===== config.mk =====
export PLATFORM = sky130hd
export DESIGN_NAME = epoch_seconds_to_civil_date
export DESIGN_NICKNAME = d
export VERILOG_FILES = /design/src/hdl/ecd_pkg.sv /design/src/hdl/ecd_dp.sv /design/src/hdl/ecd_ctrl.sv /design/src/hdl/epoch_seconds_to_civil_date.sv
export SDC_FILE = /design/constraint.sdc
export NUM_CORES = 1
export LEC_CHECK = 0
export ABC_AREA = 1
export BUFFER_PORTS_ARGS = -buffer_cell sky130_fd_sc_hd__buf_2
export CAP_MARGIN = 20
export CORE_AREA = 2 2 291 149
export DETAILED_ROUTE_END_ITERATION = 10
export DIE_AREA = 0 0 293 151
export PLACE_DENSITY = 0.66
export SYNTH_ARGS = -nofsm -noshare
export SYNTH_HDL_FRONTEND = slang
export SYNTH_SLANG_ARGS = --single-unit

===== constraint.sdc =====
create_clock -name clk -period 11 [get_ports clk]
set_input_delay 2.2 -clock clk [delete_from_list [all_inputs] [get_ports clk]]
set_output_delay 2.2 -clock clk [all_outputs]
set_load 0.005 [all_outputs]

===== src/hdl/ecd_pkg.sv =====
// shared constants, command/status types and calendar helpers for the epoch date converter
package ecd_pkg;

  localparam int SECONDS_BITS = 34;

  localparam int unsigned SECS_PER_DAY  = 24 * 3600;
  localparam int unsigned SECS_PER_HOUR = 3600;
  localparam int unsigned SECS_PER_MIN  = 60;

  // 86400 = 675 << 7: the low 7 bits pass straight into the time of day,
  // the upper bits are divided by 675 through a reciprocal multiply
  localparam int          DAY_SHIFT   = 7;
  localparam int unsigned DAY_ODD     = SECS_PER_DAY >> DAY_SHIFT;
  localparam int          ODD_BITS    = 10;
  localparam int          N_BITS      = SECONDS_BITS - DAY_SHIFT;
  localparam int          RECIP_SHIFT = N_BITS + ODD_BITS;
  localparam int          RECIP_BITS  = N_BITS + 1;
  localparam int          PROD_BITS   = N_BITS + RECIP_BITS;
  // rounded-up reciprocal; its excess times 675 stays below 2**ODD_BITS,
  // which keeps the quotient exact for every N_BITS-bit value
  localparam longint unsigned RECIP   = ((64'd1 << RECIP_SHIFT) + DAY_ODD - 1) / DAY_ODD;
  // 86400 > 2**16, so the day count always fits in SECONDS_BITS - 16 bits
  localparam int          DAY_BITS    = PROD_BITS - RECIP_SHIFT;
  localparam int          REM_BITS    = ODD_BITS + DAY_SHIFT;

  localparam int unsigned EPOCH_YEAR    = 1970;
  localparam int unsigned YEAR_BASE     = 1900;
  localparam int unsigned DAYS_COMMON   = 365;
  localparam int unsigned DAYS_LEAP     = 366;

  // residues of the epoch year, used to seed the leap rule counters
  localparam logic [9:0] YEAR_OFS_INIT = 10'(EPOCH_YEAR - YEAR_BASE);
  localparam logic [1:0] MOD4_INIT     = 2'(EPOCH_YEAR % 4);
  localparam logic [6:0] MOD100_INIT   = 7'(EPOCH_YEAR % 100);
  localparam logic [8:0] MOD400_INIT   = 9'(EPOCH_YEAR % 400);
  localparam logic [6:0] MOD100_LAST   = 7'(99);
  localparam logic [8:0] MOD400_LAST   = 9'(399);

  localparam logic [3:0] MON_JAN = 4'd0;
  localparam logic [3:0] MON_FEB = 4'd1;
  localparam logic [3:0] MON_APR = 4'd3;
  localparam logic [3:0] MON_JUN = 4'd5;
  localparam logic [3:0] MON_SEP = 4'd8;
  localparam logic [3:0] MON_NOV = 4'd10;
  localparam logic [3:0] MON_DEC = 4'd11;

  typedef struct packed {
    logic load;
    logic mul_step;
    logic fix_step;
    logic year_step;
    logic month_step;
    logic tod_step;
    logic load_out;
  } ecd_cmd_t;

  typedef struct packed {
    logic year_fits;
    logic month_fits;
    logic tod_done;
  } ecd_stat_t;

  function automatic logic [4:0] month_len(input logic [3:0] mon, input logic leap);
    logic [4:0] len;
    unique case (mon) inside
      MON_FEB:                          len = leap ? 5'd29 : 5'd28;
      MON_APR, MON_JUN, MON_SEP, MON_NOV: len = 5'd30;
      default:                          len = 5'd31;
    endcase
    return len;
  endfunction

endpackage


===== src/hdl/ecd_dp.sv =====
// datapath: reciprocal divide by 86400, year/month walk and time-of-day split
module ecd_dp import ecd_pkg::*; (
  input  logic                    clk,
  input  ecd_cmd_t                cmd,
  output ecd_stat_t               stat,
  input  logic [SECONDS_BITS-1:0] in_epoch_seconds,
  output logic [9:0]              out_year_since_1900,
  output logic [3:0]              out_month_index,
  output logic [4:0]              out_day_of_month,
  output logic [4:0]              out_hour_of_day,
  output logic [5:0]              out_minute_of_hour,
  output logic [5:0]              out_second_of_minute
);

  logic [SECONDS_BITS-1:0] sec_r;
  logic [DAY_BITS-1:0]     days_r;
  logic [REM_BITS-1:0]     rem_r;
  logic [9:0]              year_r;
  logic [1:0]              mod4_r;
  logic [6:0]              mod100_r;
  logic [8:0]              mod400_r;
  logic [3:0]              mon_r;
  logic [4:0]              hour_r;
  logic [5:0]              min_r;
  logic                    min_ph_r;

  logic [9:0]  year_o_r;
  logic [3:0]  mon_o_r;
  logic [4:0]  day_o_r;
  logic [4:0]  hour_o_r;
  logic [5:0]  min_o_r;
  logic [5:0]  sec_o_r;

  logic [N_BITS-1:0]    odd_num;
  logic [PROD_BITS-1:0] prod;
  logic [N_BITS-1:0]    back;
  logic [N_BITS-1:0]    odd_rem;
  logic                 leap;
  logic [DAY_BITS-1:0]  year_len;
  logic [DAY_BITS-1:0]  mon_len;
  logic                 hour_ge;
  logic                 min_ge;

  assign odd_num  = sec_r[SECONDS_BITS-1:DAY_SHIFT];
  assign prod     = PROD_BITS'(odd_num) * PROD_BITS'(RECIP);
  assign back     = N_BITS'(days_r) * N_BITS'(DAY_ODD);
  assign odd_rem  = odd_num - back;
  assign leap     = ((mod4_r == 2'd0) && (mod100_r != 7'd0)) || (mod400_r == 9'd0);
  assign year_len = leap ? DAY_BITS'(DAYS_LEAP) : DAY_BITS'(DAYS_COMMON);
  assign mon_len  = DAY_BITS'(month_len(mon_r, leap));
  assign hour_ge  = rem_r >= REM_BITS'(SECS_PER_HOUR);
  assign min_ge   = rem_r >= REM_BITS'(SECS_PER_MIN);

  assign stat.year_fits  = days_r < year_len;
  assign stat.month_fits = (days_r < mon_len) || (mon_r == MON_DEC);
  assign stat.tod_done   = min_ph_r && !min_ge;

  always_ff @(posedge clk) begin
    if (cmd.load) begin
      sec_r    <= in_epoch_seconds;
      year_r   <= YEAR_OFS_INIT;
      mod4_r   <= MOD4_INIT;
      mod100_r <= MOD100_INIT;
      mod400_r <= MOD400_INIT;
      mon_r    <= MON_JAN;
      hour_r   <= '0;
      min_r    <= '0;
      min_ph_r <= 1'b0;
    end
    if (cmd.mul_step) begin
      // day count straight off the reciprocal product
      days_r <= prod[PROD_BITS-1:RECIP_SHIFT];
    end
    if (cmd.fix_step) begin
      // remainder by 675 sits above the untouched low bits
      rem_r <= {odd_rem[ODD_BITS-1:0], sec_r[DAY_SHIFT-1:0]};
    end
    if (cmd.year_step) begin
      days_r   <= days_r - year_len;
      year_r   <= year_r + 10'd1;
      mod4_r   <= mod4_r + 2'd1;
      mod100_r <= (mod100_r == MOD100_LAST) ? 7'd0 : mod100_r + 7'd1;
      mod400_r <= (mod400_r == MOD400_LAST) ? 9'd0 : mod400_r + 9'd1;
    end
    if (cmd.month_step) begin
      days_r <= days_r - mon_len;
      mon_r  <= mon_r + 4'd1;
    end
    if (cmd.tod_step) begin
      if (!min_ph_r) begin
        if (hour_ge) begin
          rem_r  <= rem_r - REM_BITS'(SECS_PER_HOUR);
          hour_r <= hour_r + 5'd1;
        end else begin
          min_ph_r <= 1'b1;
        end
      end else if (min_ge) begin
        rem_r <= rem_r - REM_BITS'(SECS_PER_MIN);
        min_r <= min_r + 6'd1;
      end
    end
    if (cmd.load_out) begin
      year_o_r <= year_r;
      mon_o_r  <= mon_r;
      day_o_r  <= 5'(days_r + DAY_BITS'(1));
      hour_o_r <= hour_r;
      min_o_r  <= min_r;
      sec_o_r  <= rem_r[5:0];
    end
  end

  assign out_year_since_1900  = year_o_r;
  assign out_month_index      = mon_o_r;
  assign out_day_of_month     = day_o_r;
  assign out_hour_of_day      = hour_o_r;
  assign out_minute_of_hour   = min_o_r;
  assign out_second_of_minute = sec_o_r;

endmodule


===== src/hdl/ecd_ctrl.sv =====
// controller: sequences division, calendar walk and result handoff
module ecd_ctrl import ecd_pkg::*; (
  input  logic      clk,
  input  logic      rst_n,
  input  logic      in_valid,
  output logic      in_ready,
  output logic      out_valid,
  input  logic      out_ready,
  output ecd_cmd_t  cmd,
  input  ecd_stat_t stat
);

  typedef enum logic [2:0] {
    ST_IDLE,
    ST_MUL,
    ST_FIX,
    ST_YEAR,
    ST_MONTH,
    ST_TOD,
    ST_DONE
  } state_t;

  state_t state_r, state_nxt;
  logic   out_valid_r, out_valid_nxt;

  assign in_ready  = (state_r == ST_IDLE);
  assign out_valid = out_valid_r;

  always_comb begin
    state_nxt     = state_r;
    out_valid_nxt = out_valid_r;
    cmd           = '0;
    if (out_valid_r && out_ready) begin
      out_valid_nxt = 1'b0;
    end
    unique case (state_r)
      ST_IDLE: begin
        if (in_valid) begin
          cmd.load  = 1'b1;
          state_nxt = ST_MUL;
        end
      end
      ST_MUL: begin
        cmd.mul_step = 1'b1;
        state_nxt    = ST_FIX;
      end
      ST_FIX: begin
        cmd.fix_step = 1'b1;
        state_nxt    = ST_YEAR;
      end
      ST_YEAR: begin
        cmd.tod_step = 1'b1;
        if (stat.year_fits) begin
          state_nxt = ST_MONTH;
        end else begin
          cmd.year_step = 1'b1;
        end
      end
      ST_MONTH: begin
        cmd.tod_step = 1'b1;
        if (stat.month_fits) begin
          state_nxt = ST_TOD;
        end else begin
          cmd.month_step = 1'b1;
        end
      end
      ST_TOD: begin
        cmd.tod_step = 1'b1;
        if (stat.tod_done) begin
          state_nxt = ST_DONE;
        end
      end
      ST_DONE: begin
        if (!out_valid_r || out_ready) begin
          cmd.load_out  = 1'b1;
          out_valid_nxt = 1'b1;
          state_nxt     = ST_IDLE;
        end
      end
      default: begin
        state_nxt = ST_IDLE;
      end
    endcase
  end

  always_ff @(posedge clk) begin
    if (!rst_n) begin
      state_r     <= ST_IDLE;
      out_valid_r <= 1'b0;
    end else begin
      state_r     <= state_nxt;
      out_valid_r <= out_valid_nxt;
    end
  end

endmodule


===== src/hdl/epoch_seconds_to_civil_date.sv =====
// top level: epoch seconds to gregorian civil date and time
// Converts an unsigned count of seconds since 1970-01-01 00:00:00 (no time
// zone, no leap seconds) into year since 1900, month 0..11, day 1..31, hour,
// minute and second. One beat in gives one beat out. The block works on one
// conversion at a time: after an input beat is taken, in_ready stays low until
// the result has been moved into the output register. The output register
// holds a finished result until out_ready takes it, so a new input beat can be
// taken while the previous result still waits. After an input beat is taken,
// the conversion runs the reciprocal multiply that gives the day count (86400
// is 675 << 7), the remainder that gives the seconds of the day, the calendar
// walk and the load of the output register, which waits while the output
// register still holds an untaken result. The walk steps through each year
// after 1970 and each month before the result month; the time-of-day split
// into hours and minutes runs in parallel with the walk, and the longer of
// the two decides when the load follows. in_ready rises with out_valid. For late
// dates the year walk dominates; the largest 34-bit input falls in year 2514.
// Bits of the count are all used; no state is kept between conversions.
module epoch_seconds_to_civil_date import ecd_pkg::*; (
  input  logic                    clk,
  input  logic                    rst_n,
  input  logic                    in_valid,
  output logic                    in_ready,
  input  logic [SECONDS_BITS-1:0] in_epoch_seconds,
  output logic                    out_valid,
  input  logic                    out_ready,
  output logic [9:0]              out_year_since_1900,
  output logic [3:0]              out_month_index,
  output logic [4:0]              out_day_of_month,
  output logic [4:0]              out_hour_of_day,
  output logic [5:0]              out_minute_of_hour,
  output logic [5:0]              out_second_of_minute
);

  // command and status between sequencer and datapath
  ecd_cmd_t  cmd;
  ecd_stat_t stat;

  // sequencer: handshakes, day split steps, walk phases
  ecd_ctrl u_ctrl (
    .clk       (clk),
    .rst_n     (rst_n),
    .in_valid  (in_valid),
    .in_ready  (in_ready),
    .out_valid (out_valid),
    .out_ready (out_ready),
    .cmd       (cmd),
    .stat      (stat)
  );

  // datapath: reciprocal day split, leap-rule counters, month table, output register
  ecd_dp u_dp (
    .clk                  (clk),
    .cmd                  (cmd),
    .stat                 (stat),
    .in_epoch_seconds     (in_epoch_seconds),
    .out_year_since_1900  (out_year_since_1900),
    .out_month_index      (out_month_index),
    .out_day_of_month     (out_day_of_month),
    .out_hour_of_day      (out_hour_of_day),
    .out_minute_of_hour   (out_minute_of_hour),
    .out_second_of_minute (out_second_of_minute)
  );

endmodule


# After elaboration in Yosys (flattened, before gate mapping)
# Cells that the tools add are included.
dict set report word_totals {
  ff_bits 153
  latch_bits 0
  mem_bits_rw 0
  romBits 0
  inputBits 38
  output_inout_bits 38
  elab_cells 130
  n_memories 0
}
dict set report op_classes {
  addsub 13
  mul 2
  div_mod_pow 0
  magnitude_cmp 4
  eq_ne 19
  shifts 0
  mux 55
  n_bitwise 0
  reduce_logical 18
}
# op n
set op_table {}
lappend op_table {{two-way mux 17 bit} 5}
lappend op_table {{multiplier 27 x 28 -> 55 bit (second input constant)} 1}
lappend op_table {{two-way mux 18 bit} 3}
lappend op_table {{two-way mux 9 bit} 3}
lappend op_table {{two-way mux 6 bit} 4}
lappend op_table {{two-way mux 7 bit} 3}
lappend op_table {{case mux 3 bit (7 select lines)} 1}
lappend op_table {{two-way mux 10 bit} 2}
lappend op_table {{two-way mux 5 bit} 4}
lappend op_table {{two-way mux 1 bit} 19}
lappend op_table {{< comparator 18 x 5 -> 1 bit} 1}
lappend op_table {{< comparator 18 x 9 -> 1 bit} 1}
lappend op_table {{multiplier 18 x 10 -> 10 bit (second input constant)} 1}
lappend op_table {{subtractor 18 x 5 -> 18 bit} 1}
lappend op_table {{subtractor 18 x 9 -> 18 bit} 1}
lappend op_table {{greater-or-equal comparator 17 x 12 -> 1 bit (second input constant)} 1}
lappend op_table {{greater-or-equal comparator 17 x 6 -> 1 bit (second input constant)} 1}
lappend op_table {{subtractor 17 x 12 -> 17 bit (second input constant)} 1}
lappend op_table {{subtractor 17 x 6 -> 17 bit (second input constant)} 1}
lappend op_table {{two-way mux 3 bit} 5}
lappend op_table {{== test 4 bit (second input constant)} 3}
lappend op_table {{adder 10 x 1 -> 10 bit (second input constant)} 1}
lappend op_table {{adder 5 x 1 -> 5 bit (second input constant)} 2}
lappend op_table {{case mux 5 bit (2 select lines)} 1}
lappend op_table {{other kinds (30)} 45}

# Logic depth before layout (Yosys ltp)
dict set report logic_depth {
  word_depth 10
  mapped_depth 30
}

# Modules after synthesis
# From an unflattened synthesis, not the netlist that was laid out.
dict set report hier_totals {
  cells_unflattened 2472
  area_unflattened_um2 20688.6
}
# mod instances cells_per_inst area_per_inst_um2 seq_area_each_um2
set modules_own_cells {}
lappend modules_own_cells {ecd_dp 1 2412 20324.5 4224.1}
lappend modules_own_cells {ecd_ctrl 1 60 364.1 80.1}

# Worst setup path after synthesis
# Ideal clock, no wire load.
dict set report synth_timing {
  kind {reg-to-reg}
  startpoint {register u_dp.sec_r[31]}
  endpoint {register u_dp.days_r[17] (data pin)}
  setup_time_ps 256
  t_arrival_ps 5353
  t_required_ps 10744
  path_slack_ps 5391
  stages_incl_launch_ff 24
  synth_period_minus_slack_ps 5609
  path_cell_list {edfxtp_1 > fa_1 > inv_1 > fa_1 > inv_1 > fa_1 > inv_1 > fa_1 > inv_1 > fa_1 > fa_1 > ha_1 > ha_1 > nand2_1 > nor2_1 > inv_1 > nor2_1 > inv_1 > nor4_1 > nand2_1 > nand2_1 > nand2_1 > nand3_1 > a21oi_1}
}
dict set report synth_between {
  elab_chain_cells 4
}
# element line_no
set synth_lines {}
lappend synth_lines {{start, declared} ecd_dp.sv:15} ;# logic [SECONDS_BITS-1:0] sec_r;
lappend synth_lines {{start signal, assigned} ecd_dp.sv:60} ;# sec_r <= in_epoch_seconds;
lappend synth_lines {{multiplier 27 x 28 -> 55 bit} ecd_dp.sv:45} ;# assign prod = PROD_BITS'(odd_num) * PROD_BITS'(RECIP);
lappend synth_lines {{two-way mux 18 bit} ecd_dp.sv:70} ;# if (cmd.mul_step) begin
lappend synth_lines {{two-way mux 18 bit} ecd_dp.sv:78} ;# if (cmd.year_step) begin
lappend synth_lines {{two-way mux 18 bit} ecd_dp.sv:85} ;# if (cmd.month_step) begin
lappend synth_lines {{end signal, assigned} ecd_dp.sv:72} ;# days_r <= prod[PROD_BITS-1:RECIP_SHIFT];
lappend synth_lines {{end signal, assigned} ecd_dp.sv:79} ;# days_r <= days_r - year_len;
lappend synth_lines {{end signal, assigned} ecd_dp.sv:86} ;# days_r <= days_r - mon_len;
lappend synth_lines {{end, declared} ecd_dp.sv:16} ;# logic [DAY_BITS-1:0] days_r;
# No other way between the ends. The select of a mux whose other input is x is not followed.
# A chain may end at the register's enable or synchronous reset.

# Final worst setup path
dict set report layout_timing {
  startpoint {register u_dp.sec_r[14]}
  endpoint {register u_dp.days_r[5] (data pin)}
}
# The elaborated chain is that of the path after synthesis.

==> metrics list <==
- Dominant cell type by area after synthesis: sky130_fd_sc_hd__ha_1
- Broken down by cell family, the worst path's largest delay share belongs to adder cells.
* Most frequently used flop master after synthesis: sky130_fd_sc_hd__edfxtp_1
- Number of max-slew violations in the final report: 0
- Each instance of the synthesized netlist takes up on average 8.36 um^2.
- Data arrival time at the worst-slack endpoint: 6.52 ns
* TritonCTS clock tree: built
- Once detail routing completed, the nets flagged for antenna violations numbered 0.
- Among the stages of the critical path, the cell type that occurs most often is sky130_fd_sc_hd__inv_1.
- In this run the most critical hold path is launched from u_dp.year_r[3].
- Hold Fails Final Rpt: 0
* Sink count of the clock tree: 153
- Of the cells placed in the final design, the portion with a size suffix greater than 1 is 5.72%.
- N_diodes: 0
- Post-CTS setup repair buffer count: 0
- Effective utilization at floorplan: 49.8%
- Across all register-to-register paths, the minimum setup slack is 4.70 ns.
- Final routed DRC violation total: 0
- Of the total synthesized cell area, the portion taken by AND, OR, NAND and NOR gates is 17.2%.
- Rel. slew slack: 36.1%
* Transition time at the pin with the least slew margin: 0.958 ns
- In this run the number of H-tree levels came out at 4.
- Crit Reg-Reg Startpoint: u_dp.sec_r[14]
- The largest single stage delay on the critical path is 0.72 ns.
- The HPWL after detailed placement is 44600 um.
* Final total negative setup slack: 0 ns
- Post-Syn Nets: 3075
- TritonCTS buffer count: 17
* # port buffers: 75
- Buffer and inverter count on the worst path: 6
* Layout fillers: 3862
- Post-route minimum period: 6.30 ns
* Count of cells resized by post-cts repair: 0
* Worst Setup Path Type: reg2reg
- For the final database, setup skew stands at 0.0236 ns.
* Count of different cell masters after synthesis: 50
- Sequential share of the synthesized area: 20.8%
- Run status: finished clean
* Aggregate routed wire length: 53900 um
* DRC violation total after the first TritonRoute iteration: 1054
* Most common library cell in the layout ignoring fill and taps: sky130_fd_sc_hd__inv_1
- The floorplan has 53 rows.
- Number of global-route vias before repair: 16033
* Maximum number of pins on one net before global-route repair: 37
* Worst r2r path cells: 24
- The initial antenna violation count was 0.
- Area of the die: 0.0442 mm^2
* Longest Clk Path Bufs: 2
* Overall global routing resource usage: 25.2%
* Drt pass-1 iters: 5
* Multiplexer fraction of the synthesized cell area: 0.0968%
* Detail-routed via count per cell: 5.13
- The worst hold path passes through 0 cells.
- Cell area after synthesis: 0.0207 mm^2
* Post-detailed-route wirelength per cell: 17.3 um
- Kind of end point of the critical path: flip-flop
- Data required time of the worst path: 11.21 ns
* Post-synthesis sequential element count: 153
- GRT Residual Overflow: 0
* Dominant combinational cell family by area after synthesis: adder cells
- Startpoint type of the worst setup path: flip-flop
- The area growth from synthesis to layout is 7.95%.
- Leading cell types by total area after synthesis: sky130_fd_sc_hd__ha_1 21%, sky130_fd_sc_hd__fa_1 20%, sky130_fd_sc_hd__edfxtp_1 18%, sky130_fd_sc_hd__inv_1 11%, sky130_fd_sc_hd__nand2_1 7.8%
* Max-capacitance violation count: 0
- During synthesis, Yosys emitted a total of 0 warnings.
* Via count: 15995
- Worst skew pair latency: 0.46 ns
- Pin placement for this block handled 76 I/O pins.
- Critical-path maximum fanout: 9
* Clock transition at the register clock pins on the worst setup and hold paths after CTS: 0.08 ns
* Gate count of the mapped netlist: 2476
- Path category of the worst min-delay check: reg2reg
- Worst-case hold path end point: u_dp.out_year_since_1900[3]
- The first global-routing pass estimated 85000 um of wire.
- Share of flip-flops with an asynchronous set or reset after synthesis: 0%
- Walking the worst path, the cells encountered are inv_1 > ha_1 > inv_1 > fa_1 > ha_1 > inv_1 > fa_1 > inv_1 > fa_1 > fa_1 > inv_1 > fa_1 > inv_1 > ha_1 > nand2_1 > nor2_1 > nand2_1 > nor2_1 > o21ai_0 > nand3_1 > nand2_1 > nand3_1 > nand2_1 > nand2_1.
- Setup violations remaining at the end of the flow were counted as 0.
- Unrepaired setup endpoints after global routing: false
- The endpoint identified for the worst register-to-register timing path is u_dp.days_r[5].
* Hold buffer count at CTS: 0
* Complex-gate fraction of the synthesized area: 6.02%
* RD Place Congestion: 0.941
- Root Driver: sky130_fd_sc_hd__clkbuf_16
- From bottom edge to top edge, the die measures 151 um.
- Die X-Extent: 293 um
- At the end of the flow, the number of nets in the layout was 3155.
- The synthesized design contains 124 enable-type register cells.
- Adder-cell area share of the yosys netlist: 41.5%
* Highest-delay cell along the critical path: sky130_fd_sc_hd__edfxtp_1
- In the layout the commonest cells are 611 x sky130_fd_sc_hd__inv_1, 432 x sky130_fd_sc_hd__nand2_1, 352 x sky130_fd_sc_hd__ha_1.
- Static timing analysis puts the maximum clock frequency at 159 MHz.
- Summing the areas of all xor and xnor instances in the mapped netlist gives 2.62% of the synthesized area.
- After layout, the worst path uses 57.3% of the clock period.
- The core region is 0.0416 mm^2.
- Of the post-synthesis cell area, the dominant cell type holds 21.3%.
==> sequential cells by signal, summed over array words and instances, names as in the netlist, 5 cells and up <==
signal                     flops
u_dp.days_r                   18
u_dp.hour_r                    5
u_dp.min_r                     6
u_dp.mod100_r                  7
u_dp.mod400_r                  9
u_dp.out_day_of_month          5
u_dp.out_hour_of_day           5
u_dp.out_minute_of_hour        6
u_dp.out_second_of_minute      6
u_dp.out_year_since_1900      10
u_dp.rem_r                    17
u_dp.sec_r                    34
u_dp.year_r                   10
==> metal layers <==
layer	part of all wire, %	track usage, %
met5	0	0
met4	2.6	7.33
met3	5.2	4.72
met2	46	42.7
met1	46	33.2
==> metrics by stage <==
stage | setup slack, ns | instance area, um^2 | utilization [%] | hold WS, ns | instances
2_1_floorplan | 5.39 | 20700 | - | 0.426 | 2476
5_1_grt | 4.40 | 22300 | 53.7 | 0.479 | 3119
4_1_cts | 4.75 | 22300 | 53.7 | 0.465 | 3118
3_3_place_gp | 4.80 | 21700 | 52.2 | 0.444 | 3086
3_5_place_dp | 4.79 | 21700 | 52.2 | 0.459 | 3086
6_report | 4.70 | 22300 | 53.7 | 0.465 | 3119
==> synthesized netlist by cell type, drive strengths merged (2+ instances only) <==
cell / number
mux2i: 2
nand4: 40
o21ai: 74
o221ai: 2
a211oi: 2
nor3: 34
nand3: 110
a21o: 6
nand3b: 2
nor3b: 3
inv: 615
fa: 209
and2: 5
a21oi: 118
nand2: 438
o211ai: 6
buf: 17
o21bai: 8
nor4: 4
a31oi: 5
dfxtp: 29
clkbuf: 5
nor2: 183
edfxtp: 124
xnor2: 12
o22ai: 6
ha: 352
or2: 10
xor2: 50
==> how the worst max path moves through the flow <==
stage / end / startpoint / cells past startpoint / slack [ns]
2_1_floorplan: u_dp.days_r[17] / u_dp.sec_r[31] / 23 / 5.39
3_3_place_gp: u_dp.days_r[5] / u_dp.sec_r[14] / 24 / 4.80
3_5_place_dp: u_dp.days_r[5] / u_dp.sec_r[13] / 21 / 4.79
4_1_cts: u_dp.days_r[5] / u_dp.sec_r[13] / 21 / 4.75
5_1_grt: u_dp.days_r[0] / u_dp.sec_r[14] / 26 / 4.40
6_report: u_dp.days_r[5] / u_dp.sec_r[14] / 24 / 4.70
==> cell families (layout without fill, tap and decap cells) <==
| family | count (synthesis) | count (layout) |
|---|---|---|
| flops | 153 | 153 |
| mux | 2 | 2 |
| xor+xnor | 62 | 62 |
| simple gates | 830 | 830 |
| buf+inv | 637 | 730 |
| fa+ha+maj | 561 | 561 |
| compound gates | 231 | 231 |
==> final cells by class <==
type	instances	area, um^2	area share [%]
clock buffer	17	425	1.90
clock inverter	15	189	0.846
inverter	615	2310	10.3
multi-input combinational	1686	14000	62.6
sequential	153	4300	19.3
tap	550	688	3.08
timing repair buffer	83	448	2.01
Power is left out: the tool's default activity adds up to more than one toggle a clock period on the data nets, which glitch-free logic cannot reach.
